[config.mk]
export PLATFORM = sky130hd
export DESIGN_NAME = bmf_scan
export DESIGN_NICKNAME = d
export VERILOG_FILES = /design/src/hdl/bmf_pkg.sv /design/src/hdl/bmf_scan.sv
export SDC_FILE = /design/constraint.sdc
export NUM_CORES = 1
export LEC_CHECK = 0
export ABC_CLOCK_PERIOD_IN_PS = 6700
export BUFFER_PORTS_ARGS = -buffer_cell sky130_fd_sc_hd__buf_2
export CAP_MARGIN = 20
export CORE_AREA = 2 2 97 99
export CTS_BUF_LIST = sky130_fd_sc_hd__clkbuf_16
export DETAILED_ROUTE_END_ITERATION = 8
export DIE_AREA = 0 0 99 101
export HOLD_SLACK_MARGIN = 0.08
export PLACE_DENSITY_LB_ADDON = 0.15
export SLEW_MARGIN = 20
export SYNTH_ARGS = -nofsm -noshare
export SYNTH_HDL_FRONTEND = slang
export SYNTH_SLANG_ARGS = --single-unit
[constraint.sdc]
create_clock -name clk -period 6.7 [get_ports clk]
set_clock_uncertainty 0.2 [all_clocks]
set_input_delay 1.675 -clock clk [delete_from_list [all_inputs] [get_ports clk]]
set_output_delay 1.675 -clock clk [all_outputs]
set_load 0.02 [all_outputs]
[src/hdl/bmf_pkg.sv]
// Shared constants and types for the 3x3 box mean filter.
// No dependencies; every other file of the block but bmf_ram uses this package.
package bmf_pkg;

  localparam int unsigned PIX_W         = 8;
  localparam int unsigned ROW_W         = 12;
  localparam int unsigned COL_OUT_W     = 11;
  localparam int unsigned CFG_W         = 12;
  localparam int unsigned CFG_IDX_W     = 1;
  localparam int unsigned MAX_WIDTH_DEF = 2048;

  localparam logic [CFG_W-1:0] WIDTH_RST  = 12'd640;
  localparam logic [CFG_W-1:0] HEIGHT_RST = 12'd480;
  localparam logic [CFG_W-1:0] MIN_DIM    = 12'd3;

  // Nine 8-bit pixels sum to at most 2295.
  localparam int unsigned SUM_W       = 12;
  localparam int unsigned RECIP_W     = 13;
  localparam int unsigned RECIP_SHIFT = 16;
  // ceil(2^16 / 9); exact floor division for every sum below 2296.
  localparam logic [RECIP_W-1:0] DIV9_RECIP = 13'd7282;

  typedef enum logic [CFG_IDX_W-1:0] {
    REG_IMAGE_WIDTH  = 1'b0,
    REG_IMAGE_HEIGHT = 1'b1
  } cfg_reg_t;

  // Position information of one accepted pixel.
  typedef struct packed {
    logic             emit;
    logic             last;
    logic [ROW_W-1:0] row;
  } scan_t;

endpackage

[src/hdl/bmf_scan.sv]
// Size registers and raster position counters of the box mean filter.
// Depends on bmf_pkg.
module bmf_scan #(
  parameter int unsigned MAX_WIDTH = bmf_pkg::MAX_WIDTH_DEF
) (
  input  logic                            clk,
  input  logic                            rst_n,
  input  logic                            cfg_we,
  input  logic [bmf_pkg::CFG_IDX_W-1:0]   cfg_index,
  input  logic [bmf_pkg::CFG_W-1:0]       cfg_wdata,
  input  logic                            advance,
  output logic [$clog2(MAX_WIDTH)-1:0]    col,
  output bmf_pkg::scan_t                  info
);
  import bmf_pkg::*;

  localparam int unsigned CW = $clog2(MAX_WIDTH);
  localparam int unsigned WW = $clog2(MAX_WIDTH + 1);

  logic [CFG_W-1:0] width_r, width_nxt;
  logic [CFG_W-1:0] height_r, height_nxt;
  logic [CW-1:0]    col_cnt_r, col_cnt_nxt;
  logic [ROW_W-1:0] row_cnt_r, row_cnt_nxt;
  logic [WW-1:0]    eff_w;
  logic [ROW_W-1:0] eff_h;
  logic [CW-1:0]    c;
  logic [ROW_W-1:0] r;
  logic             last_col;
  logic             last_row;

  always_comb begin
    if (width_r < MIN_DIM) begin
      eff_w = WW'(MIN_DIM);
    end else if (32'(width_r) > 32'(MAX_WIDTH)) begin
      eff_w = WW'(MAX_WIDTH);
    end else begin
      eff_w = WW'(width_r);
    end
    eff_h = (height_r < MIN_DIM) ? ROW_W'(MIN_DIM) : ROW_W'(height_r);

    // A counter left beyond a shrunken size counts as the last position.
    c = (WW'(col_cnt_r) >= eff_w) ? CW'(eff_w - WW'(1)) : col_cnt_r;
    r = (row_cnt_r >= eff_h) ? eff_h - ROW_W'(1) : row_cnt_r;

    last_col = (WW'(c) == eff_w - WW'(1));
    last_row = (r == eff_h - ROW_W'(1));

    info.emit = (r >= ROW_W'(2)) && (c >= CW'(2));
    info.last = last_row && last_col;
    info.row  = r;
    col       = c;

    col_cnt_nxt = col_cnt_r;
    row_cnt_nxt = row_cnt_r;
    if (advance) begin
      if (last_col) begin
        col_cnt_nxt = '0;
        row_cnt_nxt = last_row ? '0 : r + ROW_W'(1);
      end else begin
        col_cnt_nxt = c + CW'(1);
        row_cnt_nxt = r;
      end
    end

    width_nxt  = width_r;
    height_nxt = height_r;
    if (cfg_we) begin
      case (cfg_reg_t'(cfg_index))
        REG_IMAGE_WIDTH:  width_nxt  = cfg_wdata;
        REG_IMAGE_HEIGHT: height_nxt = cfg_wdata;
        default: ;
      endcase
    end
  end

  always_ff @(posedge clk) begin
    if (!rst_n) begin
      width_r   <= WIDTH_RST;
      height_r  <= HEIGHT_RST;
      col_cnt_r <= '0;
      row_cnt_r <= '0;
    end else begin
      width_r   <= width_nxt;
      height_r  <= height_nxt;
      col_cnt_r <= col_cnt_nxt;
      row_cnt_r <= row_cnt_nxt;
    end
  end

endmodule

# Word level (Yosys, flattened, before mapping)
# Cells that the tools add are included.
# totals
reg_bits,47
latch_bits,0
ramBits,0
romBits,0
input_bits,17
out_inout_bits,25
elab_cells,30
n_memories,0
# op_classes
addsub,4
n_mul,0
div,0
magnitude_cmp,7
eq_ne,2
shift,0
n_mux,8
n_bitwise,1
n_reduce_logical,4
# ops
cell,count
12-bit 2-to-1 mux,6
12-bit by 2-bit < comparator with 1-bit output (second input constant),2
12-bit by 1-bit subtractor with 12-bit output (second input constant),2
11-bit 2-to-1 mux,2
12-bit by 1-bit adder with 12-bit output (second input constant),1
11-bit by 12-bit equality test with 1-bit output,1
12-bit equality test,1
11-bit by 12-bit >= comparator with 1-bit output,1
12-bit >= comparator,1
12-bit by 2-bit >= comparator with 1-bit output (second input constant),1
12-bit greater-than comparator (second input constant),1
11-bit by 1-bit adder with 11-bit output (second input constant),1
11-bit by 2-bit >= comparator with 1-bit output (second input constant),1
2-bit AND reduction,2
1-bit logical AND,2
1-bit NOT,1

# Longest topological paths before layout
# depth
depth_word,7
depth_mapped,20
depth_no_buf,16

# Least setup slack after synthesis
# Ideal clock, no wire load.
# synth_path
path_type,reg2out
from,register height_r[4]
to,output port info[13] (netlist bit)
arrival_time_ps,4280
required_time_ps,4825
setup_slack_ps,545
path_stages_with_launch,17
path_buffers,2
path_cell_list,dfxtp_1 > clkbuf_1 > nor3_1 > a41oi_1 > inv_1 > ha_1 > nand2b_1 > a2111oi_0 > or3_1 > a21boi_0 > buf_1 > o21ai_0 > inv_1 > ha_1 > nand4b_1 > nor4bb_1 > a31oi_1
# synth_rtl
element,line_no,rtl
from (decl),bmf_scan.sv:21,"logic [CFG_W-1:0] height_r, height_nxt;"
from (signal assigned),bmf_scan.sv:84,height_r <= height_nxt;
to (decl),bmf_scan.sv:13,output bmf_pkg::scan_t info

==> impl_metrics.yaml <==
sta:
  period_minus_slack_ps: 6410
  rsz0062_at_grt: "false"
  holdWs_ps: 317
  slew_headroom: 0.372
  hold_viol_final: 0
  fin_setup_tns_ps: 0
  post-route-period-util: 0.956
  finalSetupViolCount: 0
  clock.fmax_mhz: 156
  drv_slew: 0
  worst_pin_slew_ps: 941
placement:
  io_buffer_count: 41
  hpwl_um: 10800
  place_congestion: 0.936
global_routing:
  antenna_found_initial: 0
  overflow: 0
  grt_usage: 0.283
  grt_pass1_wl_um: 23300
  grt_max_degree: 41
  first_global_vias: 4824
logic_synthesis:
  synth_fa_ha_area_frac: 0.0752
  syn_inst: 636
  async_reset_ff_frac: 0
  syn_avg_cell_area_um2: 7.58
  synth_top_area_cell: "dfxtp_1"
  netlist.area_leader.share: 0.195
  synth_mux_area_frac: 0.0729
  synth-main-ff-cell: "dfxtp_1"
  synth_compound_area_frac: 0.237
  synth_fp_nets: 682
  yosysUniqueCellTypes: 75
  yosysSeqAreaShare: 0.195
  ys_ff_latch: 47
  synth_edf_count: 0
  synthTopCellsByArea: "dfxtp_1 20%, ha_1 7.5%, nand2_1 6.9%"
  synth_top_family_by_area: "simple AND/OR/NAND/NOR gates"
  yosys.area_share.simple: 0.303
  synth_xor_area_frac: 0.0602
  syn_area_mm2: 0.00482
  synth_warnings: 0
worst_setup_path:
  critical_path.top_delay_family: "simple AND/OR/NAND/NOR gates"
  crit_top_cell: "buf_4"
  slowest_delay_ps: 540
  crit_fanout: 12
  crit_required_ps: 4830
  worstPathCellList: "nor3_1, buf_4, a41oi_1, inv_1, ha_1, nand2b_1, a2111oi_0, or3_1, a21boi_2, buf_4, mux2i_1, and4b_1, nor4bb_1, a31oi_1, buf_2"
  critical_path_class: "register to output port"
  cp_slowest_cell: "a21boi_2"
  cp.buffers_inverters: 4
  end_kind: "output port"
  arrival_ps: 4530
  critPathLaunchType: "register"
floorplanning:
  start_util: 0.537
  num_rows: 35
  die_w_um: 99
  core-area_mm2: 0.00898
  die_height_um: 101
  fp.dieArea_mm2: 0.0100
  io-pin-count: 42
route:
  drtIter0Drc: 170
  drc: 0
  firstDrtPassIters: 5
  via_per_inst: 6.34
  ant_nets: 0
  wire_per_inst_um: 18.3
  vias: 4878
  dr_wl_met3_um: 597
  met1_length_um: 5970
  top_layer: "met4"
  totalWireLength_um: 14100
  wl_met2_um: 6940
power:
  p_comb_frac: 0.362
  p_leak_nw: 2.22
  power.share.switching: 0.361
  internal_power_w: 0.000606
  ir_worst_vdd_v: 0.0000955
  clkPwrFrac: 0.291
  p_per_area_mw_per_mm2: 180
  power_switching_w: 0.000343
  seq_power_share: 0.348
clock_tree:
  cts_buffer_depth: 2
  cts_made_buffers: 5
  clock-root-buffer: "clkbuf_16"
  cts-htree-levels: 2
  post_cts_buffers: 0
  clk_pin_slew_ps: 60
  clock_sinks: 47
  cts_tree: "built"
  clk_latency_ps: 290
layout:
  final_util: 0.587
  drive_above_1_share: 0.140
  final_common_cell: "nand2_1"
  final_cell_mix: "88 x nand2_1, 47 x dfxtp_1, 41 x buf_2, 37 x inv_1, 32 x nor2_1"
  diodes: 0
  area_delta_synth_final_pct: 9.29
  fin_nets: 704
run:
  cap_violations: 0
hold_path:
  hp-class: "register to register"
run_status:
  status: "finished, final reports clean"
==> per-layer routing <==
metal / vias to the layer above / GRT usage
li1: 2364 / -
met1: 2306 / 0.340
met2: 157 / 0.500
met3: 51 / 0.0340
met4: 0 / 0.138
met5: - / 0
==> sequential cells by signal, indices dropped and copies added, names as in the netlist <==
| signal | flops |
|---|---|
| col_cnt_r | 11 |
| row_cnt_r | 12 |
| width_r | 12 |
| height_r | 12 |
==> kinds of logic (layout without fill, tap and decap cells) <==
kind of cell,Yosys count,after routing
DFF,47,47
and+or+nand+nor,271,271
muxes,34,34
xor gates and xnor gates,30,30
adders and majority gates,29,29
AOI/OAI and AO/OA,154,154
buffers and inverters,71,93
==> worst min-delay path, cell delays in order, from the launching register on <==
cell	delay [ps]
dfxtp_1	340
nand2_1	60
a21boi_0	60
==> power by group through the flow <==
| stage | Combinational (W) | Clock, W | Sequential, W |
|---|---|---|---|
| 2_1_floorplan | 0.000256 | 0 | 0.000319 |
| 3_3_place_gp | 0.000332 | 0 | 0.000334 |
| 3_5_place_dp | 0.000337 | 0 | 0.000335 |
| 4_1_cts | 0.000339 | 0.000286 | 0.000329 |
| 5_1_grt | 0.000377 | 0.000294 | 0.000332 |
| 6_report | 0.000343 | 0.000276 | 0.000330 |
==> synth_stat cells, drive strengths merged (6+ instances only) <==
| master | count |
|---|---|
| nor3 | 18 |
| mux2 | 9 |
| a211oi | 6 |
| a31oi | 12 |
| o211ai | 14 |
| and3 | 8 |
| nor2b | 10 |
| or2 | 7 |
| ha | 29 |
| mux2i | 25 |
| o2111ai | 7 |
| a21oi | 12 |
| nand4 | 14 |
| nand2 | 88 |
| inv | 36 |
| xor2 | 9 |
| nor2 | 32 |
| clkbuf | 28 |
| xnor2 | 19 |
| or3 | 7 |
| dfxtp | 47 |
| a21boi | 29 |
| o21ai | 21 |
| nand3 | 19 |
| buf | 6 |
| a21o | 6 |
| nand2b | 26 |
| nor4 | 11 |
==> worst paths after layout <==
path | from | end | slack, ps | cells past startpoint
worst max-delay path | height_r[4] | info[13] | 290 | 15
worst min-delay path | width_r[6] | width_r[6] | 320 | 2
worst max register to register | height_r[4] | row_cnt_r[10] | 1320 | 16
worst min register to register | width_r[6] | width_r[6] | 320 | 2
==> layout make-up <==
type	count	area (um^2)
clock inverters	2	33.8
multi-input cells	518	3630
fillers	871	3710
flip-flops and latches	47	941
repair buffers	49	265
inverters	37	140
clock buffers	5	125
well taps	111	139
==> metrics by stage <==
| step | setup slack, ps | cells | total power [W] | cell area [um^2] |
|---|---|---|---|---|
| 2_1_floorplan | 545 | 636 | 0.000574 | 4820 |
| 3_3_place_gp | 853 | 762 | 0.000666 | 5110 |
| 3_5_place_dp | 649 | 762 | 0.000672 | 5110 |
| 5_1_grt | 15.8 | 769 | 0.00100 | 5270 |
| 4_1_cts | 320 | 769 | 0.000954 | 5270 |
| 6_report | 293 | 769 | 0.000949 | 5270 |
==> what timing repair did <==
item / in CTS / in global routing
setup endpoints to repair: 0 / 1
resized for setup: 0 / 1
hold buffers: 0 / 0
(Power assumes the default switching activity.)
