$ cat config.mk
export PLATFORM = sky130hd
export DESIGN_NAME = bmf_mean_flat
export DESIGN_NICKNAME = d
export VERILOG_FILES = /design/src/hdl/bmf_pkg.sv /design/src/hdl/bmf_res_if.sv /design/src/hdl/bmf_mean.sv /design/src/flat_wrapper.sv
export SDC_FILE = /design/constraint.sdc
export NUM_CORES = 1
export LEC_CHECK = 0
export BUFFER_PORTS_ARGS = -buffer_cell sky130_fd_sc_hd__buf_2
export CAP_MARGIN = 20
export CELL_PAD_IN_SITES_DETAIL_PLACEMENT = 2
export CELL_PAD_IN_SITES_GLOBAL_PLACEMENT = 2
export CORE_MARGIN = 5
export CORE_UTILIZATION = 41
export CTS_CLUSTER_SIZE = 12
export DETAILED_ROUTE_END_ITERATION = 10
export GPL_TIMING_DRIVEN = 0
export PLACE_DENSITY = 0.9
export SKIP_LAST_GASP = 1
export SLEW_MARGIN = 5
export SYNTH_ARGS = -nofsm -noshare
export SYNTH_HDL_FRONTEND = slang
export SYNTH_SLANG_ARGS = --single-unit
$ cat constraint.sdc
create_clock -name clk -period 6.3 [get_ports clk]
set_input_delay 0.945 -clock clk [delete_from_list [all_inputs] [get_ports clk]]
set_output_delay 0.945 -clock clk [all_outputs]
set_load 0.05 [all_outputs]
$ cat src/hdl/bmf_pkg.sv
// Shared constants and types for the 3x3 box mean filter.
// No dependencies; every other file of the block but bmf_ram uses this package.
package bmf_pkg;

  localparam int unsigned PIX_W         = 8;
  localparam int unsigned ROW_W         = 12;
  localparam int unsigned COL_OUT_W     = 11;
  localparam int unsigned CFG_W         = 12;
  localparam int unsigned CFG_IDX_W     = 1;
  localparam int unsigned MAX_WIDTH_DEF = 2048;

  localparam logic [CFG_W-1:0] WIDTH_RST  = 12'd640;
  localparam logic [CFG_W-1:0] HEIGHT_RST = 12'd480;
  localparam logic [CFG_W-1:0] MIN_DIM    = 12'd3;

  // Nine 8-bit pixels sum to at most 2295.
  localparam int unsigned SUM_W       = 12;
  localparam int unsigned RECIP_W     = 13;
  localparam int unsigned RECIP_SHIFT = 16;
  // ceil(2^16 / 9); exact floor division for every sum below 2296.
  localparam logic [RECIP_W-1:0] DIV9_RECIP = 13'd7282;

  typedef enum logic [CFG_IDX_W-1:0] {
    REG_IMAGE_WIDTH  = 1'b0,
    REG_IMAGE_HEIGHT = 1'b1
  } cfg_reg_t;

  // Position information of one accepted pixel.
  typedef struct packed {
    logic             emit;
    logic             last;
    logic [ROW_W-1:0] row;
  } scan_t;

endpackage

$ cat src/hdl/bmf_res_if.sv
// Result channel: valid/ready handshake carrying one filtered pixel per beat.
// Depends on bmf_pkg.
interface bmf_res_if;
  import bmf_pkg::*;

  logic                 valid;
  logic                 ready;
  logic [PIX_W-1:0]     mean_value;
  logic [ROW_W-1:0]     center_row;
  logic [COL_OUT_W-1:0] center_col;
  logic                 frame_last;

  modport source(output valid, output mean_value, output center_row,
                 output center_col, output frame_last, input ready);
  modport sink(input valid, input mean_value, input center_row,
               input center_col, input frame_last, output ready);
endinterface

$ cat src/hdl/bmf_mean.sv
// Window, neighborhood sum, divide-by-nine and result register of the filter.
// Depends on bmf_pkg and bmf_res_if; works on data read from the line store RAM.
module bmf_mean #(
  parameter int unsigned MAX_WIDTH = bmf_pkg::MAX_WIDTH_DEF
) (
  input  logic                           clk,
  input  logic                           rst_n,
  input  logic                           accept,
  input  logic [$clog2(MAX_WIDTH)-1:0]   col,
  input  bmf_pkg::scan_t                 info,
  input  logic [bmf_pkg::PIX_W-1:0]      pix,
  input  logic [2*bmf_pkg::PIX_W-1:0]    ram_rdata,
  output logic                           in_ready,
  output logic                           ram_we,
  output logic [$clog2(MAX_WIDTH)-1:0]   ram_waddr,
  output logic [2*bmf_pkg::PIX_W-1:0]    ram_wdata,
  bmf_res_if.source                      res
);
  import bmf_pkg::*;

  localparam int unsigned CW     = $clog2(MAX_WIDTH);
  localparam int unsigned PROD_W = SUM_W + RECIP_W;

  // Stage 1: line store data arrives from the RAM.
  logic             s1_v_r, s1_v_nxt;
  logic [PIX_W-1:0] s1_pix_r;
  logic [CW-1:0]    s1_col_r;
  scan_t            s1_info_r;
  // Stage 2: registered neighborhood sum.
  logic                 s2_v_r, s2_v_nxt;
  logic [SUM_W-1:0]     s2_sum_r;
  logic [ROW_W-1:0]     s2_row_r;
  logic [COL_OUT_W-1:0] s2_col_r;
  logic                 s2_last_r;
  // Stage 3: result register.
  logic                 s3_v_r, s3_v_nxt;
  logic [PIX_W-1:0]     s3_mean_r;
  logic [ROW_W-1:0]     s3_row_r;
  logic [COL_OUT_W-1:0] s3_col_r;
  logic                 s3_last_r;

  logic [PIX_W-1:0] win_r [6];
  logic [PIX_W-1:0] top_pix;
  logic [PIX_W-1:0] mid_pix;
  logic [SUM_W-1:0] sum;
  logic [PROD_W-1:0] prod;
  logic en1, en2, en3;
  logic s1_fire;

  assign en3      = !s3_v_r || res.ready;
  assign en2      = !s2_v_r || en3;
  assign en1      = !s1_v_r || en2;
  assign in_ready = en1;
  assign s1_fire  = s1_v_r && en2;

  // Upper byte holds the row two above, lower byte the row just above.
  assign top_pix = ram_rdata[2*PIX_W-1:PIX_W];
  assign mid_pix = ram_rdata[PIX_W-1:0];

  assign ram_we    = s1_fire;
  assign ram_waddr = s1_col_r;
  assign ram_wdata = {mid_pix, s1_pix_r};

  assign sum = SUM_W'(win_r[0]) + SUM_W'(win_r[1]) + SUM_W'(win_r[2])
             + SUM_W'(win_r[3]) + SUM_W'(win_r[4]) + SUM_W'(win_r[5])
             + SUM_W'(top_pix) + SUM_W'(mid_pix) + SUM_W'(s1_pix_r);

  assign prod = PROD_W'(s2_sum_r) * PROD_W'(DIV9_RECIP);

  always_comb begin
    s1_v_nxt = en1 ? accept : s1_v_r;
    s2_v_nxt = en2 ? (s1_fire && s1_info_r.emit) : s2_v_r;
    s3_v_nxt = en3 ? s2_v_r : s3_v_r;
  end

  always_ff @(posedge clk) begin
    if (!rst_n) begin
      s1_v_r <= 1'b0;
      s2_v_r <= 1'b0;
      s3_v_r <= 1'b0;
      for (int i = 0; i < 6; i++) begin
        win_r[i] <= '0;
      end
    end else begin
      s1_v_r <= s1_v_nxt;
      s2_v_r <= s2_v_nxt;
      s3_v_r <= s3_v_nxt;
      if (s1_fire) begin
        win_r[0] <= win_r[3];
        win_r[1] <= win_r[4];
        win_r[2] <= win_r[5];
        win_r[3] <= top_pix;
        win_r[4] <= mid_pix;
        win_r[5] <= s1_pix_r;
      end
    end
  end

  always_ff @(posedge clk) begin
    if (accept) begin
      s1_pix_r  <= pix;
      s1_col_r  <= col;
      s1_info_r <= info;
    end
    if (s1_fire) begin
      s2_sum_r  <= sum;
      s2_row_r  <= s1_info_r.row - ROW_W'(1);
      s2_col_r  <= COL_OUT_W'(s1_col_r - CW'(1));
      s2_last_r <= s1_info_r.last;
    end
    if (en3 && s2_v_r) begin
      s3_mean_r <= prod[RECIP_SHIFT+PIX_W-1:RECIP_SHIFT];
      s3_row_r  <= s2_row_r;
      s3_col_r  <= s2_col_r;
      s3_last_r <= s2_last_r;
    end
  end

  assign res.valid      = s3_v_r;
  assign res.mean_value = s3_mean_r;
  assign res.center_row = s3_row_r;
  assign res.center_col = s3_col_r;
  assign res.frame_last = s3_last_r;

endmodule

$ cat src/flat_wrapper.sv
// flat-port wrapper written by rule: the top's interface ports become plain ports
module bmf_mean_flat import bmf_pkg::*;
#(
  parameter int unsigned MAX_WIDTH = bmf_pkg::MAX_WIDTH_DEF
)
  (clk, rst_n, accept, col, info, pix, ram_rdata, in_ready, ram_we, ram_waddr, ram_wdata, res_valid, res_mean_value, res_center_row, res_center_col, res_frame_last, res_ready);
  bmf_res_if res_i ();
  input  logic clk;
  input  logic rst_n;
  input  logic accept;
  input  logic [$clog2(MAX_WIDTH)-1:0] col;
  input  bmf_pkg::scan_t info;
  input  logic [bmf_pkg::PIX_W-1:0] pix;
  input  logic [2*bmf_pkg::PIX_W-1:0] ram_rdata;
  output logic in_ready;
  output logic ram_we;
  output logic [$clog2(MAX_WIDTH)-1:0] ram_waddr;
  output logic [2*bmf_pkg::PIX_W-1:0] ram_wdata;
  output wire logic [$bits(res_i.valid)-1:0] res_valid;
  output wire logic [$bits(res_i.mean_value)-1:0] res_mean_value;
  output wire logic [$bits(res_i.center_row)-1:0] res_center_row;
  output wire logic [$bits(res_i.center_col)-1:0] res_center_col;
  output wire logic [$bits(res_i.frame_last)-1:0] res_frame_last;
  input wire logic [$bits(res_i.ready)-1:0] res_ready;
  assign res_valid = res_i.valid;
  assign res_mean_value = res_i.mean_value;
  assign res_center_row = res_i.center_row;
  assign res_center_col = res_i.center_col;
  assign res_frame_last = res_i.frame_last;
  assign res_i.ready = res_ready;
  bmf_mean #(.MAX_WIDTH(MAX_WIDTH)) u_core (.clk(clk), .rst_n(rst_n), .accept(accept), .col(col), .info(info), .pix(pix), .ram_rdata(ram_rdata), .in_ready(in_ready), .ram_we(ram_we), .ram_waddr(ram_waddr), .ram_wdata(ram_wdata), .res(res_i));
endmodule
# --- After elaboration in Yosys (flattened, before gate mapping) ---
# Memory sizes are Yosys's and may differ from the RTL's.
# Cells that the tools add are included.
classes:
  n_addsub: 10
  n_eq_ne: 0
  n_mux: 10
  n_mul: 1
  shifts: 0
  n_div: 0
  bitwise: 6
  order_cmp: 0
  n_reduce_logical: 9
ops:
  columns: ["op", "count"]
  rows:
  - ["$add 12x8->12", 7]
  - ["$mux 8", 6]
  - ["$mul 12x12->23 const B", 1]
  - ["$sub 12x1->12 const B", 1]
  - ["$sub 11x1->11 const B", 1]
  - ["$add 8x8->9", 1]
  - ["$or 1x1->1", 6]
  - ["$mux 1", 4]
  - ["$logic_and 1x1->1", 3]
  - ["$logic_not 1->1", 3]
  - ["$logic_or 1x1->1", 3]
word_totals:
  input_bits: 53
  register_bits: 104
  latchBits: 0
  rom_bits: 0
  mem_count: 1
  ram_bits: 48
  output_inout_bits: 62
mem_list:
  columns: ["name", "words", "word_bits", "rd", "rd_clocked_by_memory_dff", "wr", "line_no", "source"]
  rows:
  - ["u_core.win_r", 6, 8, 6, 0, 6, "bmf_mean.sv:42", "logic [PIX_W-1:0] win_r [6];"]

# --- Depth between registers and ports, before layout ---
# An unclocked memory read counts as a cell.
logic_depth:
  word_depth: 9
  depth_mapped: 19
  depth_no_buf: 19

# --- Least setup slack after synthesis ---
# Ideal clock, no wire load.
synth_path:
  path_kind: "register to register"
  startpoint: "mem u_core.win_r[0][0]"
  endpoint: "reg u_core.s2_sum_r[11], data pin"
  stages_incl_launch_ff: 18
  t_arrival_ns: 4.777
  setup_ns: 0.275
  path_buffers: 0
  slack_ns: 1.248
  path_cell_list: "edfxtp_1 > ha_1 > fa_1 > a21o_1 > a21oi_1 > o21bai_1 > a21oi_1 > xor2_1 > fa_1 > fa_1 > fa_1 > fa_1 > inv_1 > ha_1 > nand2_1 > o21ai_1 > o41ai_1 > o21ai_0"
synth_lines:
  columns: ["element", "line_no", "source"]
  rows:
  - ["start: declaration", "bmf_mean.sv:42", null]
  - ["end signal: assignment", "bmf_mean.sv:106", "s2_sum_r <= sum;"]
  - ["end: declaration", "bmf_mean.sv:31", "logic [SUM_W-1:0] s2_sum_r;"]

==> flow_metrics.py <==
metrics = {
    "timing": {
        "max_freq_mhz": 170,
        "clock-skew-final_ps": 20.6,
        "worst_slew_pin_slew_ps": 1020,
        "setup_viol": 0,
        "max_slew_margin_pct": 31.6,
        "whs_ps": 413,
        "fin_crit_ps": 5870,
        "fin_tns_setup_ps": 0,
        "hold_violations": 0,
        "rsz0062_at_grt": "false",
        "slew_viol_final": 0,
        "fin_crit_sh_pct": 93.1,
    },
    "layout": {
        "drive_above_1_share_pct": 19.8,
        "diodes": 0,
        "layout_commonest_cell": "inv_1",
        "area_delta_synth_final_pct": 16.5,
        "instances_no_fill": 1127,
        "num-nets-final": 1048,
        "final_cell_mix": "inv_1, edfxtp_1, buf_2, ha_1, fa_1",
    },
    "floorplan": {
        "dieArea_sq_um": 25600,
        "rows": 55,
        "start_util_pct": 41.2,
        "fp.dieH_microns": 160,
        "num_io_pins": 115,
        "coreArea_sq_um": 22400,
        "die_x_microns": 160,
    },
    "routing": {
        "ant_nets": 0,
        "postRouteWirelength_microns": 28300,
        "drt_iter0_drc": 302,
        "detail_route.wl_per_cell_microns": 25.1,
        "drtPass1Iterations": 4,
        "drc": 0,
        "vias_per_cell": 5.13,
        "vias": 5783,
    },
    "placement": {
        "place_congestion": 0.807,
        "place_hpwl_microns": 19500,
        "port_buffers": 114,
        "dp.cells": 1095,
    },
    "critical_path": {
        "crit_start": "u_core.win_r[0][1]",
        "crit_slowest_cell": "fa_1",
        "cpPeakStageDelay_ps": 560,
        "critPathMostFrequentCell": "fa_1",
        "path_cells": "ha_1 -> a21o_1 -> a21oi_1 -> o21ai_0 -> o41ai_1 -> xor2_1 -> fa_1 -> fa_1 -> fa_1 -> fa_1 -> inv_1 -> ha_1 -> nand2_1 -> o21ai_1 -> o41ai_1 -> xnor2_1",
        "crit_arrival_ps": 6060,
        "start_kind": "flip-flop",
        "worstPathMaxFanout": 4,
        "cp_top_family": "adder cells",
        "crit_end": "u_core.s2_sum_r[10]",
        "r2r-start": "u_core.win_r[0][1]",
        "r2r_slack_ps": 430,
        "r2r_end": "u_core.s2_sum_r[10]",
        "cp.depth": 16,
        "path_class": "reg2reg",
        "cp_num_buf_inv": 1,
        "end_kind": "flip-flop",
        "r2r_cells": 16,
        "required_ps": 6490,
    },
    "status": {
        "status": "completed",
    },
    "worst_hold_path": {
        "hold_path.class": "reg2reg",
    },
    "clocking": {
        "cts.sinks": 152,
        "htreeDepth": 4,
        "cts_max_path_buffers": 2,
        "postCtsSetupBuffers": 0,
        "cts_tree": "done",
        "cts_resized": 0,
        "insertion_delay_ps": 450,
        "cts-root-buf": "clkbuf_16",
        "clkTransAtPathRegs_ps": 80,
        "numCtsBuffers": 17,
        "cts.hold.buffers_added": 0,
    },
    "synth": {
        "yosys.area.top_type": "edfxtp_1",
        "syn-cell-area_sq_um": 9240,
        "yosys_warnings": 0,
        "netlist_top_cells_area": "edfxtp_1, fa_1, ha_1, inv_1, and2_1",
        "seq_area_frac_synth_pct": 49.1,
        "synth_cell_types": 47,
        "syn_area_per_cell_sq_um": 13.3,
        "synthCells": 695,
        "synth-seq-cells": 152,
        "synth_top_area_share_pct": 48.4,
        "syn_nets": 914,
    },
    "global_routing": {
        "overflow": 0,
        "antenna_found_initial": 1,
        "gr-usage-all-layers_pct": 23.0,
        "first_global_vias": 7088,
        "grt_first_pass_wirelength_microns": 44000,
        "grt_max_degree": 39,
    },
    "run": {
        "max_cap_violations": 0,
    },
}
## cell type report
cell class | instances | area [sq um]
buffer | 13 | 78.8
clock buffer | 17 | 425
inverter | 150 | 563
sequential | 152 | 4530
fill | 2155 | 11700
timing repair buffer | 115 | 591
clock inverter | 15 | 141
multi-input combinational | 380 | 4070
tap | 285 | 357
## metrics by stage
step	instance area, sq um	util, %	setup WS, ps
2_1_floorplan	9240	-	1250
3_3_place_gp	10200	45.3	810
3_5_place_dp	10200	45.4	529
4_1_cts	10800	48.0	402
5_1_grt	10800	48.0	187
6_report	10800	48.0	433
## per-layer routing
metal	global-route usage (%)	vias up	wire length (microns)
li1	-	2561	-
met1	26.2	3013	10900
met2	42.9	158	15600
met3	4.98	49	1200
met4	7.47	2	665
met5	0	-	13
## synthesized netlist by cell type, drive strengths merged
cell       n
nor2      20
a2111oi    1
xnor2     25
or4        1
a31oi      2
nor4       3
o21ai     13
nor3       9
a21oi     15
nand2     22
nand3b     2
nand3      4
fa        78
buf        8
o21bai     1
a22oi      1
nand4      2
o221ai     1
ha        88
a21o       5
nor2b      3
nand2b     5
o21a       1
o31ai      2
or3        2
and3       1
o41ai      3
a21boi     2
edfxtp   149
inv      150
xor2      15
o211a      1
and2      49
clkbuf     5
and4       1
o22ai      1
a311oi     1
dfxtp      3
## worst min path at each step
stage | cells after the start | to | start | slack (ps)
3_3_place_gp | 0 | u_core.s2_last_r | u_core.s1_info_r[12] | 400
3_5_place_dp | 0 | u_core.res.center_row[6] | u_core.s2_row_r[6] | 410
5_1_grt | 0 | u_core.s2_last_r | u_core.s1_info_r[12] | 420
4_1_cts | 0 | u_core.s2_last_r | u_core.s1_info_r[12] | 410
2_1_floorplan | 0 | u_core.res.center_col[0] | u_core.s2_col_r[0] | 400
6_report | 0 | u_core.s2_last_r | u_core.s1_info_r[12] | 410
## state kept, by name (all words and copies together) (netlist names)
name	cells
u_core.ram_waddr	11
u_core.res.center_col	11
u_core.res.center_row	12
u_core.res.frame_last	1
u_core.res.mean_value	8
u_core.res.valid	1
u_core.s1_info_r	14
u_core.s1_pix_r	8
u_core.s1_v_r	1
u_core.s2_col_r	11
u_core.s2_last_r	1
u_core.s2_row_r	12
u_core.s2_sum_r	12
u_core.s2_v_r	1
u_core.win_r	48
## worst reg2reg max path, stage by stage, from the launching register on
cell and delay (ps):
edfxtp_1 430, ha_1 310, a21o_1 160, a21oi_1 350
o21ai_0 290, o41ai_1 440, xor2_1 260, fa_1 490
fa_1 550, fa_1 530, fa_1 560, inv_1 50
ha_1 370, nand2_1 130, o21ai_1 110, o41ai_1 470
xnor2_1 120
## logic make-up (layout without fill, tap and decap cells)
family / after synthesis / count (layout) / synth area share, %
DFF: 152 / 152 / 49.1
buffers and inverters: 163 / 310 / 6.95
adders and majority gates: 166 / 166 / 28.8
and+or+nand+nor: 124 / 124 / 7.42
AOI/OAI and AO/OA: 50 / 50 / 3.93
xor gates and xnor gates: 40 / 40 / 3.79
Power is left out: the tool's default activity adds up to more than one toggle a clock period on the data nets, which glitch-free logic cannot reach.
